**src/hw/rtl/cmb_pkg.sv**
```systemverilog
// Types and constants shared by the circle_masked_brightness modules.
// No dependencies.
package cmb_pkg;

    localparam int CMB_ADDR_W   = 5;
    localparam int CMB_DATA_W   = 32;
    localparam int DIFF_W       = 16;   // signed column/row offset
    localparam int WCMP_W       = 15;   // width comparisons
    localparam int SQ_OP_W      = 13;
    localparam int SQ_PROD_W    = 26;
    localparam int DIST_W       = 27;
    localparam int SUM_W        = 32;
    localparam int COUNT_W      = 25;
    localparam int FRAC_W       = 17;
    localparam int DIVIDEND_W   = 48;
    localparam int DIVISOR_W    = 33;
    localparam int DIV_STEP_W   = 6;

    localparam logic [SUM_W-1:0]   SUM_MAX    = '1;
    localparam logic [COUNT_W-1:0] COUNT_MAX  = '1;
    localparam logic [FRAC_W-1:0]  FULL_WHITE = 17'h10000;

    localparam logic [12:0] RST_IMAGE_WIDTH = 13'd640;

    typedef enum logic [2:0] {
        REG_IMAGE_WIDTH   = 3'd0,
        REG_CENTER_COL    = 3'd1,
        REG_CENTER_ROW    = 3'd2,
        REG_CIRCLE_RADIUS = 3'd3,
        REG_MASK_ENABLE   = 3'd4
    } cmb_reg_t;

    typedef struct packed {
        logic [12:0]        image_width;
        logic signed [13:0] center_col;
        logic signed [13:0] center_row;
        logic [12:0]        circle_radius;
        logic               mask_enable;
    } cmb_cfg_t;

    typedef struct packed {
        logic busy;
        logic done;
    } cmb_div_stat_t;

    typedef enum logic [3:0] {
        ST_IDLE,
        ST_SQ_DX,
        ST_SQ_DY,
        ST_SQ_R,
        ST_CMP,
        ST_UPDATE,
        ST_DIV_LOAD,
        ST_DIV,
        ST_OUT
    } cmb_state_t;

endpackage

```
**src/hw/rtl/cmb_cfg_regs.sv**
```systemverilog
// Configuration register file behind the APB-style port.
// Depends on cmb_pkg.
module cmb_cfg_regs import cmb_pkg::*; (
    input  logic                  aclk,
    input  logic                  aresetn,
    input  logic                  psel,
    input  logic                  penable,
    input  logic                  pwrite,
    input  logic [CMB_ADDR_W-1:0] paddr,
    input  logic [CMB_DATA_W-1:0] pwdata,
    output logic [CMB_DATA_W-1:0] prdata,
    output logic                  pready,
    output cmb_cfg_t              cfg
);

    cmb_cfg_t cfg_reg;
    cmb_cfg_t cfg_next;
    cmb_reg_t reg_sel;
    logic     wr_en;

    assign pready  = 1'b1;
    assign reg_sel = cmb_reg_t'(paddr[CMB_ADDR_W-1:2]);
    assign wr_en   = psel && penable && pwrite && pready;
    assign cfg     = cfg_reg;

    always_comb begin
        cfg_next = cfg_reg;
        if (wr_en) begin
            case (reg_sel)
                REG_IMAGE_WIDTH:   cfg_next.image_width   = pwdata[12:0];
                REG_CENTER_COL:    cfg_next.center_col    = $signed(pwdata[13:0]);
                REG_CENTER_ROW:    cfg_next.center_row    = $signed(pwdata[13:0]);
                REG_CIRCLE_RADIUS: cfg_next.circle_radius = pwdata[12:0];
                REG_MASK_ENABLE:   cfg_next.mask_enable   = pwdata[0];
                default:           cfg_next = cfg_reg;
            endcase
        end
    end

    always_ff @(posedge aclk) begin
        if (!aresetn) begin
            cfg_reg.image_width   <= RST_IMAGE_WIDTH;
            cfg_reg.center_col    <= '0;
            cfg_reg.center_row    <= '0;
            cfg_reg.circle_radius <= '0;
            cfg_reg.mask_enable   <= 1'b1;
        end else begin
            cfg_reg <= cfg_next;
        end
    end

    always_comb begin
        case (reg_sel)
            REG_IMAGE_WIDTH:   prdata = CMB_DATA_W'(cfg_reg.image_width);
            REG_CENTER_COL:    prdata = CMB_DATA_W'(cfg_reg.center_col);
            REG_CENTER_ROW:    prdata = CMB_DATA_W'(cfg_reg.center_row);
            REG_CIRCLE_RADIUS: prdata = CMB_DATA_W'(cfg_reg.circle_radius);
            REG_MASK_ENABLE:   prdata = CMB_DATA_W'(cfg_reg.mask_enable);
            default:           prdata = '0;
        endcase
    end

endmodule

```
**src/hw/rtl/cmb_sq_unit.sv**
```systemverilog
// Shared squaring unit with a registered product.
// Depends on cmb_pkg.
module cmb_sq_unit import cmb_pkg::*; (
    input  logic                 aclk,
    input  logic [SQ_OP_W-1:0]   operand,
    output logic [SQ_PROD_W-1:0] product
);

    logic [SQ_PROD_W-1:0] product_reg;
    logic [SQ_PROD_W-1:0] product_next;

    assign product_next = SQ_PROD_W'(operand) * SQ_PROD_W'(operand);
    assign product      = product_reg;

    always_ff @(posedge aclk) begin
        product_reg <= product_next;
    end

endmodule

```
**src/hw/rtl/cmb_divider.sv**
```systemverilog
// Restoring radix-2 divider, one quotient bit per cycle.
// Depends on cmb_pkg.
module cmb_divider import cmb_pkg::*; (
    input  logic                  aclk,
    input  logic                  aresetn,
    input  logic                  start,
    input  logic [DIVIDEND_W-1:0] dividend,
    input  logic [DIVISOR_W-1:0]  divisor,
    output cmb_div_stat_t         stat,
    output logic [DIVIDEND_W-1:0] quotient
);

    localparam logic [DIV_STEP_W-1:0] LAST_STEP = DIV_STEP_W'(DIVIDEND_W - 1);

    logic                  busy_reg,  busy_next;
    logic                  done_reg,  done_next;
    logic [DIV_STEP_W-1:0] step_reg,  step_next;
    logic [DIVIDEND_W-1:0] num_reg,   num_next;
    logic [DIVISOR_W-1:0]  rem_reg,   rem_next;
    logic [DIVISOR_W-1:0]  den_reg,   den_next;
    logic [DIVISOR_W+1:0]  trial;
    logic                  fits;

    // Shift in the next dividend bit and try to take the divisor out.
    assign trial = {1'b0, rem_reg, num_reg[DIVIDEND_W-1]} - {2'b00, den_reg};
    assign fits  = !trial[DIVISOR_W+1];

    always_comb begin
        busy_next = busy_reg;
        done_next = 1'b0;
        step_next = step_reg;
        num_next  = num_reg;
        rem_next  = rem_reg;
        den_next  = den_reg;
        if (start) begin
            busy_next = 1'b1;
            step_next = LAST_STEP;
            num_next  = dividend;
            rem_next  = '0;
            den_next  = divisor;
        end else if (busy_reg) begin
            rem_next = fits ? trial[DIVISOR_W-1:0] : {rem_reg[DIVISOR_W-2:0], num_reg[DIVIDEND_W-1]};
            num_next = {num_reg[DIVIDEND_W-2:0], fits};
            step_next = step_reg - 1'b1;
            if (step_reg == '0) begin
                busy_next = 1'b0;
                done_next = 1'b1;
            end
        end
    end

    always_ff @(posedge aclk) begin
        if (!aresetn) begin
            busy_reg <= 1'b0;
            done_reg <= 1'b0;
            step_reg <= '0;
        end else begin
            busy_reg <= busy_next;
            done_reg <= done_next;
            step_reg <= step_next;
        end
    end

    always_ff @(posedge aclk) begin
        num_reg <= num_next;
        rem_reg <= rem_next;
        den_reg <= den_next;
    end

    assign stat.busy = busy_reg;
    assign stat.done = done_reg;
    assign quotient  = num_reg;

endmodule

```
**src/hw/rtl/circle_masked_brightness.sv**
```systemverilog
// circle_masked_brightness: mean grey level of 8-bit raster pixels, over a circle
// of interest or over the whole image (uses cmb_pkg, cmb_cfg_regs, cmb_sq_unit and
// cmb_divider). The block takes one pixel at a time. A pixel that lies outside the
// circle's bounding square, or any pixel with the mask off, skips the squarer; a
// pixel inside the square has one shared squarer form dx*dx, dy*dy and r*r in turn.
// The pixel flagged frame_last then runs the 48-step serial divider that forms
// floor(sum*65536 / (255*count)), plus any wait for the result register to empty;
// an empty region skips the divider. The user must see that registers are written
// only while no pixel is in work; the block does not enforce it: image_width at 0x00,
// center_col 0x04, center_row 0x08, circle_radius 0x0C, mask_enable 0x10.
module circle_masked_brightness import cmb_pkg::*; #(
    parameter int MAX_WIDTH  = 4096,
    parameter int MAX_HEIGHT = 4096
) (
    input  logic                  aclk,
    input  logic                  aresetn,
    input  logic                  psel,
    input  logic                  penable,
    input  logic                  pwrite,
    input  logic [CMB_ADDR_W-1:0] paddr,
    input  logic [CMB_DATA_W-1:0] pwdata,
    output logic [CMB_DATA_W-1:0] prdata,
    output logic                  pready,
    input  logic                  s_valid,
    output logic                  s_ready,
    input  logic [7:0]            s_pixel_value,
    input  logic                  s_frame_last,
    output logic                  m_valid,
    input  logic                  m_ready,
    output logic [FRAC_W-1:0]     m_brightness_frac,
    output logic [COUNT_W-1:0]    m_counted_pixels,
    output logic                  m_empty_region
);

    localparam int COL_W = $clog2(MAX_WIDTH);
    localparam int ROW_W = $clog2(MAX_HEIGHT);
    localparam logic [WCMP_W-1:0] W_MAX   = WCMP_W'(MAX_WIDTH);
    localparam logic [ROW_W-1:0]  ROW_TOP = ROW_W'(MAX_HEIGHT - 1);

    cmb_cfg_t      cfg;
    cmb_div_stat_t div_stat;
    cmb_state_t    state_reg, state_next;

    logic [COL_W-1:0]   col_reg,   col_next;
    logic [ROW_W-1:0]   row_reg,   row_next;
    logic [SUM_W-1:0]   sum_reg,   sum_next;
    logic [COUNT_W-1:0] count_reg, count_next;
    logic [7:0]         pix_reg;
    logic               last_reg;
    logic [SQ_OP_W-1:0] adx_reg, ady_reg;
    logic               incl_reg;
    logic [DIST_W-1:0]  dist_reg;
    logic               m_valid_reg;
    logic [FRAC_W-1:0]  frac_reg;
    logic [COUNT_W-1:0] cnt_out_reg;
    logic               empty_reg;

    logic                  accept;
    logic                  div_start;
    logic                  out_load;
    logic                  out_free;
    logic [SQ_OP_W-1:0]    sq_operand;
    logic [SQ_PROD_W-1:0]  sq_product;
    logic [DIVIDEND_W-1:0] quotient;
    logic [DIVISOR_W-1:0]  divisor;

    logic signed [DIFF_W-1:0] dx, dy, rad_s, dx_abs, dy_abs;
    logic                     in_square;
    logic [WCMP_W-1:0]        w_eff;
    logic                     col_wrap;
    logic [SUM_W:0]           sum_add;
    logic                     q_over;

    cmb_cfg_regs u_cfg_regs (
        .aclk    (aclk),
        .aresetn (aresetn),
        .psel    (psel),
        .penable (penable),
        .pwrite  (pwrite),
        .paddr   (paddr),
        .pwdata  (pwdata),
        .prdata  (prdata),
        .pready  (pready),
        .cfg     (cfg)
    );

    cmb_sq_unit u_sq_unit (
        .aclk    (aclk),
        .operand (sq_operand),
        .product (sq_product)
    );

    cmb_divider u_divider (
        .aclk     (aclk),
        .aresetn  (aresetn),
        .start    (div_start),
        .dividend ({sum_reg, 16'h0000}),
        .divisor  (divisor),
        .stat     (div_stat),
        .quotient (quotient)
    );

    // Offsets from the centre and the bounding-square test
    assign dx        = $signed(DIFF_W'(col_reg)) - DIFF_W'(cfg.center_col);
    assign dy        = $signed(DIFF_W'(row_reg)) - DIFF_W'(cfg.center_row);
    assign rad_s     = $signed(DIFF_W'(cfg.circle_radius));
    assign dx_abs    = dx[DIFF_W-1] ? -dx : dx;
    assign dy_abs    = dy[DIFF_W-1] ? -dy : dy;
    assign in_square = (dx >= -rad_s) && (dx < rad_s) && (dy >= -rad_s) && (dy < rad_s);

    // Clamp the row width into [1, MAX_WIDTH]
    always_comb begin
        if (cfg.image_width == '0) begin
            w_eff = WCMP_W'(1);
        end else if (WCMP_W'(cfg.image_width) > W_MAX) begin
            w_eff = W_MAX;
        end else begin
            w_eff = WCMP_W'(cfg.image_width);
        end
    end

    assign col_wrap = (WCMP_W'(col_reg) + WCMP_W'(1)) >= w_eff;
    assign sum_add  = {1'b0, sum_reg} + (SUM_W + 1)'(pix_reg);
    assign divisor  = {count_reg, 8'h00} - DIVISOR_W'(count_reg);
    assign q_over   = (|quotient[DIVIDEND_W-1:FRAC_W])
                      || (quotient[FRAC_W-1] && (|quotient[FRAC_W-2:0]));
    assign out_free = !m_valid_reg || m_ready;

    // Next state
    always_comb begin
        state_next = state_reg;
        case (state_reg)
            ST_IDLE: begin
                if (s_valid) begin
                    state_next = (cfg.mask_enable && in_square) ? ST_SQ_DX : ST_UPDATE;
                end
            end
            ST_SQ_DX:    state_next = ST_SQ_DY;
            ST_SQ_DY:    state_next = ST_SQ_R;
            ST_SQ_R:     state_next = ST_CMP;
            ST_CMP:      state_next = ST_UPDATE;
            ST_UPDATE:   state_next = last_reg ? ST_DIV_LOAD : ST_IDLE;
            ST_DIV_LOAD: state_next = (count_reg == '0) ? ST_OUT : ST_DIV;
            ST_DIV: begin
                if (div_stat.done) begin
                    state_next = ST_OUT;
                end
            end
            ST_OUT: begin
                if (out_free) begin
                    state_next = ST_IDLE;
                end
            end
            default: state_next = ST_IDLE;
        endcase
    end

    // Control outputs
    always_comb begin
        s_ready    = 1'b0;
        div_start  = 1'b0;
        out_load   = 1'b0;
        sq_operand = adx_reg;
        case (state_reg)
            ST_IDLE:     s_ready = 1'b1;
            ST_SQ_DX:    sq_operand = adx_reg;
            ST_SQ_DY:    sq_operand = ady_reg;
            ST_SQ_R:     sq_operand = cfg.circle_radius;
            ST_DIV_LOAD: div_start = (count_reg != '0);
            ST_OUT:      out_load = out_free;
            default:     sq_operand = adx_reg;
        endcase
    end

    assign accept = s_valid && s_ready;

    // Position, sum and count
    always_comb begin
        col_next   = col_reg;
        row_next   = row_reg;
        sum_next   = sum_reg;
        count_next = count_reg;
        if (state_reg == ST_UPDATE) begin
            if (incl_reg) begin
                sum_next = sum_add[SUM_W] ? SUM_MAX : sum_add[SUM_W-1:0];
                if (count_reg != COUNT_MAX) begin
                    count_next = count_reg + 1'b1;
                end
            end
            if (col_wrap) begin
                col_next = '0;
                if (row_reg != ROW_TOP) begin
                    row_next = row_reg + 1'b1;
                end
            end else begin
                col_next = col_reg + 1'b1;
            end
        end else if (out_load) begin
            col_next   = '0;
            row_next   = '0;
            sum_next   = '0;
            count_next = '0;
        end
    end

    always_ff @(posedge aclk) begin
        if (!aresetn) begin
            state_reg   <= ST_IDLE;
            col_reg     <= '0;
            row_reg     <= '0;
            sum_reg     <= '0;
            count_reg   <= '0;
            m_valid_reg <= 1'b0;
        end else begin
            state_reg <= state_next;
            col_reg   <= col_next;
            row_reg   <= row_next;
            sum_reg   <= sum_next;
            count_reg <= count_next;
            if (out_load) begin
                m_valid_reg <= 1'b1;
            end else if (m_ready) begin
                m_valid_reg <= 1'b0;
            end
        end
    end

    // Pixel latch, distance accumulation and result register
    always_ff @(posedge aclk) begin
        if (accept) begin
            pix_reg  <= s_pixel_value;
            last_reg <= s_frame_last;
            adx_reg  <= dx_abs[SQ_OP_W-1:0];
            ady_reg  <= dy_abs[SQ_OP_W-1:0];
            incl_reg <= !cfg.mask_enable;
        end
        case (state_reg)
            ST_SQ_DY: dist_reg <= DIST_W'(sq_product);
            ST_SQ_R:  dist_reg <= dist_reg + DIST_W'(sq_product);
            ST_CMP:   incl_reg <= (dist_reg <= DIST_W'(sq_product));
            default:  dist_reg <= dist_reg;
        endcase
        if (out_load) begin
            cnt_out_reg <= count_reg;
            if (count_reg == '0) begin
                frac_reg  <= '0;
                empty_reg <= 1'b1;
            end else begin
                frac_reg  <= q_over ? FULL_WHITE : quotient[FRAC_W-1:0];
                empty_reg <= 1'b0;
            end
        end
    end

    assign m_valid           = m_valid_reg;
    assign m_brightness_frac = frac_reg;
    assign m_counted_pixels  = cnt_out_reg;
    assign m_empty_region    = empty_reg;

endmodule

```
**config.mk**
```make
export PLATFORM = sky130hd
export DESIGN_NAME = circle_masked_brightness
export DESIGN_NICKNAME = d
export VERILOG_FILES = /design/src/hw/rtl/cmb_pkg.sv /design/src/hw/rtl/cmb_cfg_regs.sv /design/src/hw/rtl/cmb_sq_unit.sv /design/src/hw/rtl/cmb_divider.sv /design/src/hw/rtl/circle_masked_brightness.sv
export SDC_FILE = /design/constraint.sdc
export NUM_CORES = 1
export LEC_CHECK = 0
export ABC_AREA = 0
export BUFFER_PORTS_ARGS = -buffer_cell sky130_fd_sc_hd__buf_2
export CAP_MARGIN = 20
export CORE_UTILIZATION = 45
export DETAILED_ROUTE_END_ITERATION = 8
export PLACE_DENSITY = 0.64
export RECOVER_POWER = 50
export SYNTH_ARGS = -nofsm -noshare
export SYNTH_HDL_FRONTEND = slang
export SYNTH_SLANG_ARGS = --single-unit
```
**constraint.sdc**
```tcl
create_clock -name aclk -period 6.8 [get_ports aclk]
set_input_delay 0.34 -clock aclk [delete_from_list [all_inputs] [get_ports aclk]]
set_output_delay 0.34 -clock aclk [all_outputs]
set_load 0.01 [all_outputs]
```
Yosys cells after proc, flatten, opt, wreduce, memory -nomap -nowiden:

Cells that the tools add are included.

* register bits: 395
* bits in latches: 0
* RAM bits: 0
* bits in read-only memories: 0
* input port bits: 53
* output and inout bits: 78
* logic and storage cells: 159
* memories: 0

* $add $sub $neg: 14
* multipliers: 1
* divide/modulo/power cells: 0
* magnitude comparators: 7
* equal/unequal tests: 21
* shift operators: 0
* muxes and demuxes: 46
* bitwise operators: 2
* reductions and logical operators: 38

Operator list (number)
* one-hot mux 32 bit (5 select lines): 1
* two-way mux 32 bit: 4
* two-way mux 25 bit: 4
* two-way mux 48 bit: 2
* two-way mux 12 bit: 6
* one-hot mux 27 bit (2 select lines): 1
* two-way mux 13 bit: 4
* one-hot mux 4 bit (9 select lines): 1
* subtractor 34 x 33 -> 35 bit: 1
* adder 32 x 8 -> 33 bit: 1
* two-way mux 33 bit: 1
* subtractor 33 x 25 -> 33 bit: 1
* >= comparator 15 x 16 -> 1 bit: 2
* OR reduction 31 bit: 1
* < comparator 15 x 14 -> 1 bit: 2
* subtractor 13 x 14 -> 15 bit: 2
* adder 27 x 26 -> 27 bit: 1
* less-or-equal comparator 27 x 26 -> 1 bit: 1
* multiplier 13 x 13 -> 26 bit: 1
* negator 13 bit: 2
* one-hot mux 13 bit (2 select lines): 1
* adder 25 x 1 -> 25 bit, second input constant: 1
* logical NOT 25 bit: 1
* != test 25 bit, second input constant: 1
* other kinds (36): 86

Logic depth before layout (Yosys ltp):

* depth after elaboration: 9
* mapped depth: 27

Modules after synthesis:

A second synthesis with hierarchy kept.

* cells, all modules: 3224
* area total of the unflattened synthesis: 29863.6 um^2

By module, submodules not included
* circle_masked_brightness: instances 1, cells each 1745, area an instance 15094.5 um^2
* cmb_divider: instances 1, cells each 611, area an instance 6729.0 um^2
* cmb_sq_unit: instances 1, cells each 606, area an instance 5346.4 um^2
* cmb_cfg_regs: instances 1, cells each 262, area an instance 2693.8 um^2

Least setup slack after synthesis:

No wires, ideal clock.

* path kind: reg2reg
* start point: register state_reg[1]
* end point: register u_sq_unit.product_reg[25], in the netlist u_sq_unit.product[25]
* library setup time: 0.072 ns
* arrival time: 7.481 ns
* data required time: 6.728 ns
* slack: -0.754 ns
* stages on the path, launching flop included: 27
* buffers on the path: 3
* cell sequence: dfxtp_1 > clkbuf_1 > nor3b_1 > clkbuf_1 > clkbuf_1 > a21oi_1 > inv_1 > nor2_1 > fa_1 > inv_1 > fa_1 > inv_1 > fa_1 > inv_1 > fa_1 > fa_1 > inv_1 > ha_1 > nor3_1 > nor2_1 > a31oi_1 > o21a_1 > o21ai_0 > nor2_1 > nor3_1 > a211oi_1 > xnor2_1

* longest elaborated chain between the ends: 3
* elaborated cells on any way between the ends: 4
* those cells by class: 1 x mul; 2 x eq/ne; 1 x mux

Ends and longest elaborated chain
* start: declaration: line circle_masked_brightness.sv:42 `cmb_state_t state_reg, state_next;`
* start signal: assignment: line circle_masked_brightness.sv:215 `state_reg <= state_next;`
* equality test 4 x 2 -> 1 bit: line circle_masked_brightness.sv:164 `case (state_reg)`
* one-hot mux 13 bit (2 select lines) *: line circle_masked_brightness.sv:164
* multiplier 13 x 13 -> 26 bit *: line cmb_sq_unit.sv:12 `assign product_next = SQ_PROD_W'(operand) * SQ_PROD_W'(operand);`
* net u_sq_unit.product_next[25]: line cmb_sq_unit.sv:10 `logic [SQ_PROD_W-1:0] product_next;`
* end signal: assignment: line cmb_sq_unit.sv:16 `product_reg <= product_next;`
* end: declaration: line cmb_sq_unit.sv:9 `logic [SQ_PROD_W-1:0] product_reg;`

The timed path passes the listed nets; every way through them passes the cells marked *.
A chain may end at the register's enable or synchronous reset.

Worst setup path in the final report:

* start point: register state_reg[3]
* end point: register u_sq_unit.product_reg[25], in the netlist u_sq_unit.product[25]

The elaborated chain is that of the path after synthesis.

==> run metrics <==
worst r2r path cells 22; IO Port Bufs roughly 110; Clk Latency, worst-skew pair 0.61 ns; DIE WIDTH 255.3 microns; Synth top area share 0.1779; number of cell rows 92; Final setup viols 0; vias per cell 5.361; Max Cap Viol 5; CTS HTree Levels 2; Mapped Area 0.02887 sq mm; final period utilization 0.9313; top-count cell post-synth inv_1; DR vias 22,650; GRT Util Overall 0.2183; sequential share of the synthesized area 0.3325; Crit Path Max Fanout 31; Worst-Margin Slew 3.178 ns; Post-Route WL 71.01 mm; minimum clock period 6.333 ns; Reg2Reg Setup Slack 0.47 ns; RSZ-0062 raised after global routing false; Mapped Cells 3,250; DR DRC count 0; share of cells above drive strength 1 0.05297; Yosys reg bits just under 400; Hold Crit Endpoint u_cfg_regs.cfg[1]; CP required 7.29 ns; TritonCTS buffer count 46; final hold vios 0; failing checks max-capacitance violations, max-slew violations; Hold Crit Class input port to flop; Final Skew approximately 0.052 ns; Max Clock Freq 157.9 MHz; worst hold slack around 0.034 ns; FF-to-FF End u_sq_unit.product[25]; residual overflow from global routing 0; Hold Path Stages 3; setup TNS 0 ns; Synth top cells by count inv_1, nor2_1, nand2_1, ha_1, dfxtp_1; GP Congestion slightly above 0.9; drt pass-1 iters 6; Slew headroom -1.119; Critical Path AT 6.82 ns; crit path kind flop to flop; non-filler cells in the finished layout 4,225; R2R Path Start state_reg[3]; Final Max Tran Viols 212; CP Launch Type flop; status finished, violations left; main flop type after synthesis dfxtp_1; Die Y 255.3 microns; initial antenna violation count 2; largest cells by area after synthesis edfxtp_1, dfxtp_1, ha_1, fa_1, inv_1; vias in the first global route 21,500; clock root buffer clkbuf_16; Reg clk slew, reported paths approximately 0.060 ns; # nets final 3,771; Wirelength per Cell 16.81 microns; Final HPWL DP 53.88 mm; Ports 131; Syn Area/Cell slightly below 9 sq um; asr flop ratio synth 0; maximum root-to-sink buffer count 3; CTS tree yes; hold_sp pwdata[0]; placed cell count 4,121; CTS Sinks 394; die area approximately 0.065 sq mm; Starting Density 0.4568; Synth cell types 86; largest net degree at the start of global routing 80; Syn. warnings 0; Mapped Nets 3,680; floorplan core area 0.06320 sq mm; ANT cells 0; Area Growth Syn to Fin 10.55%; leading area contributor after synthesis edfxtp_1; Post-synth EDFFs 171; first-pass GRT wire length 113.8 mm; filler cell count 6,077; Layout Cell Area excl Fill roughly 0.032 sq mm; max reg flops 55; Antenna Nets Post-Route 0; crit end category flop; placed inst area 0.03026 sq mm; 1st-iter DRT viols around 1,200
-- routing by layer --
layer	share of wire	global-route usage
met4	0.032	0.07015
met2	0.45	0.3561
met5	0.00034	0
met1	0.47	0.3005
met3	0.045	0.02614
-- through the flow --
stage	utilization	worst slack [ns]
floorplan	-	0.07990
global placement	0.4789	0.3795
detailed placement	0.4789	0.2738
CTS	0.5079	0.2230
global route	0.5050	0.02293
finish	0.5050	0.4674
-- placed cells by master (no fill, tap or decap), types with 35 or more instances in the layout --
cell,instances
nor2b_1,35
clkbuf_16,51
nand3_1,64
a21oi_1,204
fa_1,101
edfxtp_1,171
o21ai_0,171
inv_1,354
nor3_1,83
a21o_1,59
xnor2_1,152
clkbuf_1,106
ha_1,276
xor2_1,56
mux2i_1,64
nor2_1,320
nand2_1,302
dfxtp_1,221
-- critical path, cell delays in order (launching register included) --
cell and delay [ns]:
dfxtp_1 0.41, nor3b_4 0.25, buf_12 0.20, a21o_1 0.23, clkinv_1 0.31, nand2_1 0.23
fa_1 0.45, fa_1 0.49, inv_1 0.05, fa_1 0.50, fa_1 0.55, inv_1 0.06
fa_1 0.52, inv_1 0.04, ha_1 0.32, a21o_1 0.19, a31oi_1 0.33, o21a_1 0.21
o21ai_0 0.16, nor2_1 0.17, nor3_1 0.07, a211oi_1 0.29, xnor2_1 0.15
-- timing repair --
| item | in CTS | in global routing |
|---|---|---|
| hold buffers | 17 | 1 |
| resized for setup | 0 | 1 |
| setup buffers | 0 | 0 |
| endpoints found under the hold margin | 24 | 1 |
| setup endpoints to repair | 0 | 3 |
-- cell type report --
class / count / area, sq um / area share
multi-input combinational: 2366 / 17300 / 0.5422
timing repair buffer: 169 / 917.1 / 0.02874
clock inverter: 16 / 256.5 / 0.008037
tap: 846 / 1059 / 0.03317
sequential: 394 / 9604 / 0.3009
clock buffer: 70 / 1408 / 0.04410
inverter: 364 / 1368 / 0.04285
-- how the worst max path moves through the flow --
stage | to | slack, ns | cells past startpoint | from
after floorplan | u_sq_unit.product[25] | 0.08 | 25 | state_reg[1]
after global placement | u_sq_unit.product[25] | 0.38 | 21 | state_reg[0]
after detailed placement | u_sq_unit.product[25] | 0.27 | 24 | state_reg[0]
after CTS | u_sq_unit.product[25] | 0.22 | 24 | state_reg[0]
after global routing | u_sq_unit.product[25] | 0.02 | 27 | state_reg[3]
final | u_sq_unit.product[25] | 0.47 | 22 | state_reg[3]
-- cell families after synthesis --
group / after synthesis / share of synthesized area
other: 1 / 0.0001299
AND/OR/NAND/NOR: 1012 / 0.1631
XOR/XNOR: 208 / 0.06310
flip-flops: 394 / 0.3325
buffers and inverters: 490 / 0.06718
multiplexers: 79 / 0.03272
AO/OA/AOI/OAI: 689 / 0.1516
adder cells (fa/ha/maj): 377 / 0.1897
Power is not shown: default switching activity piles up to over one toggle a cycle in this logic, so the estimate is an artifact.
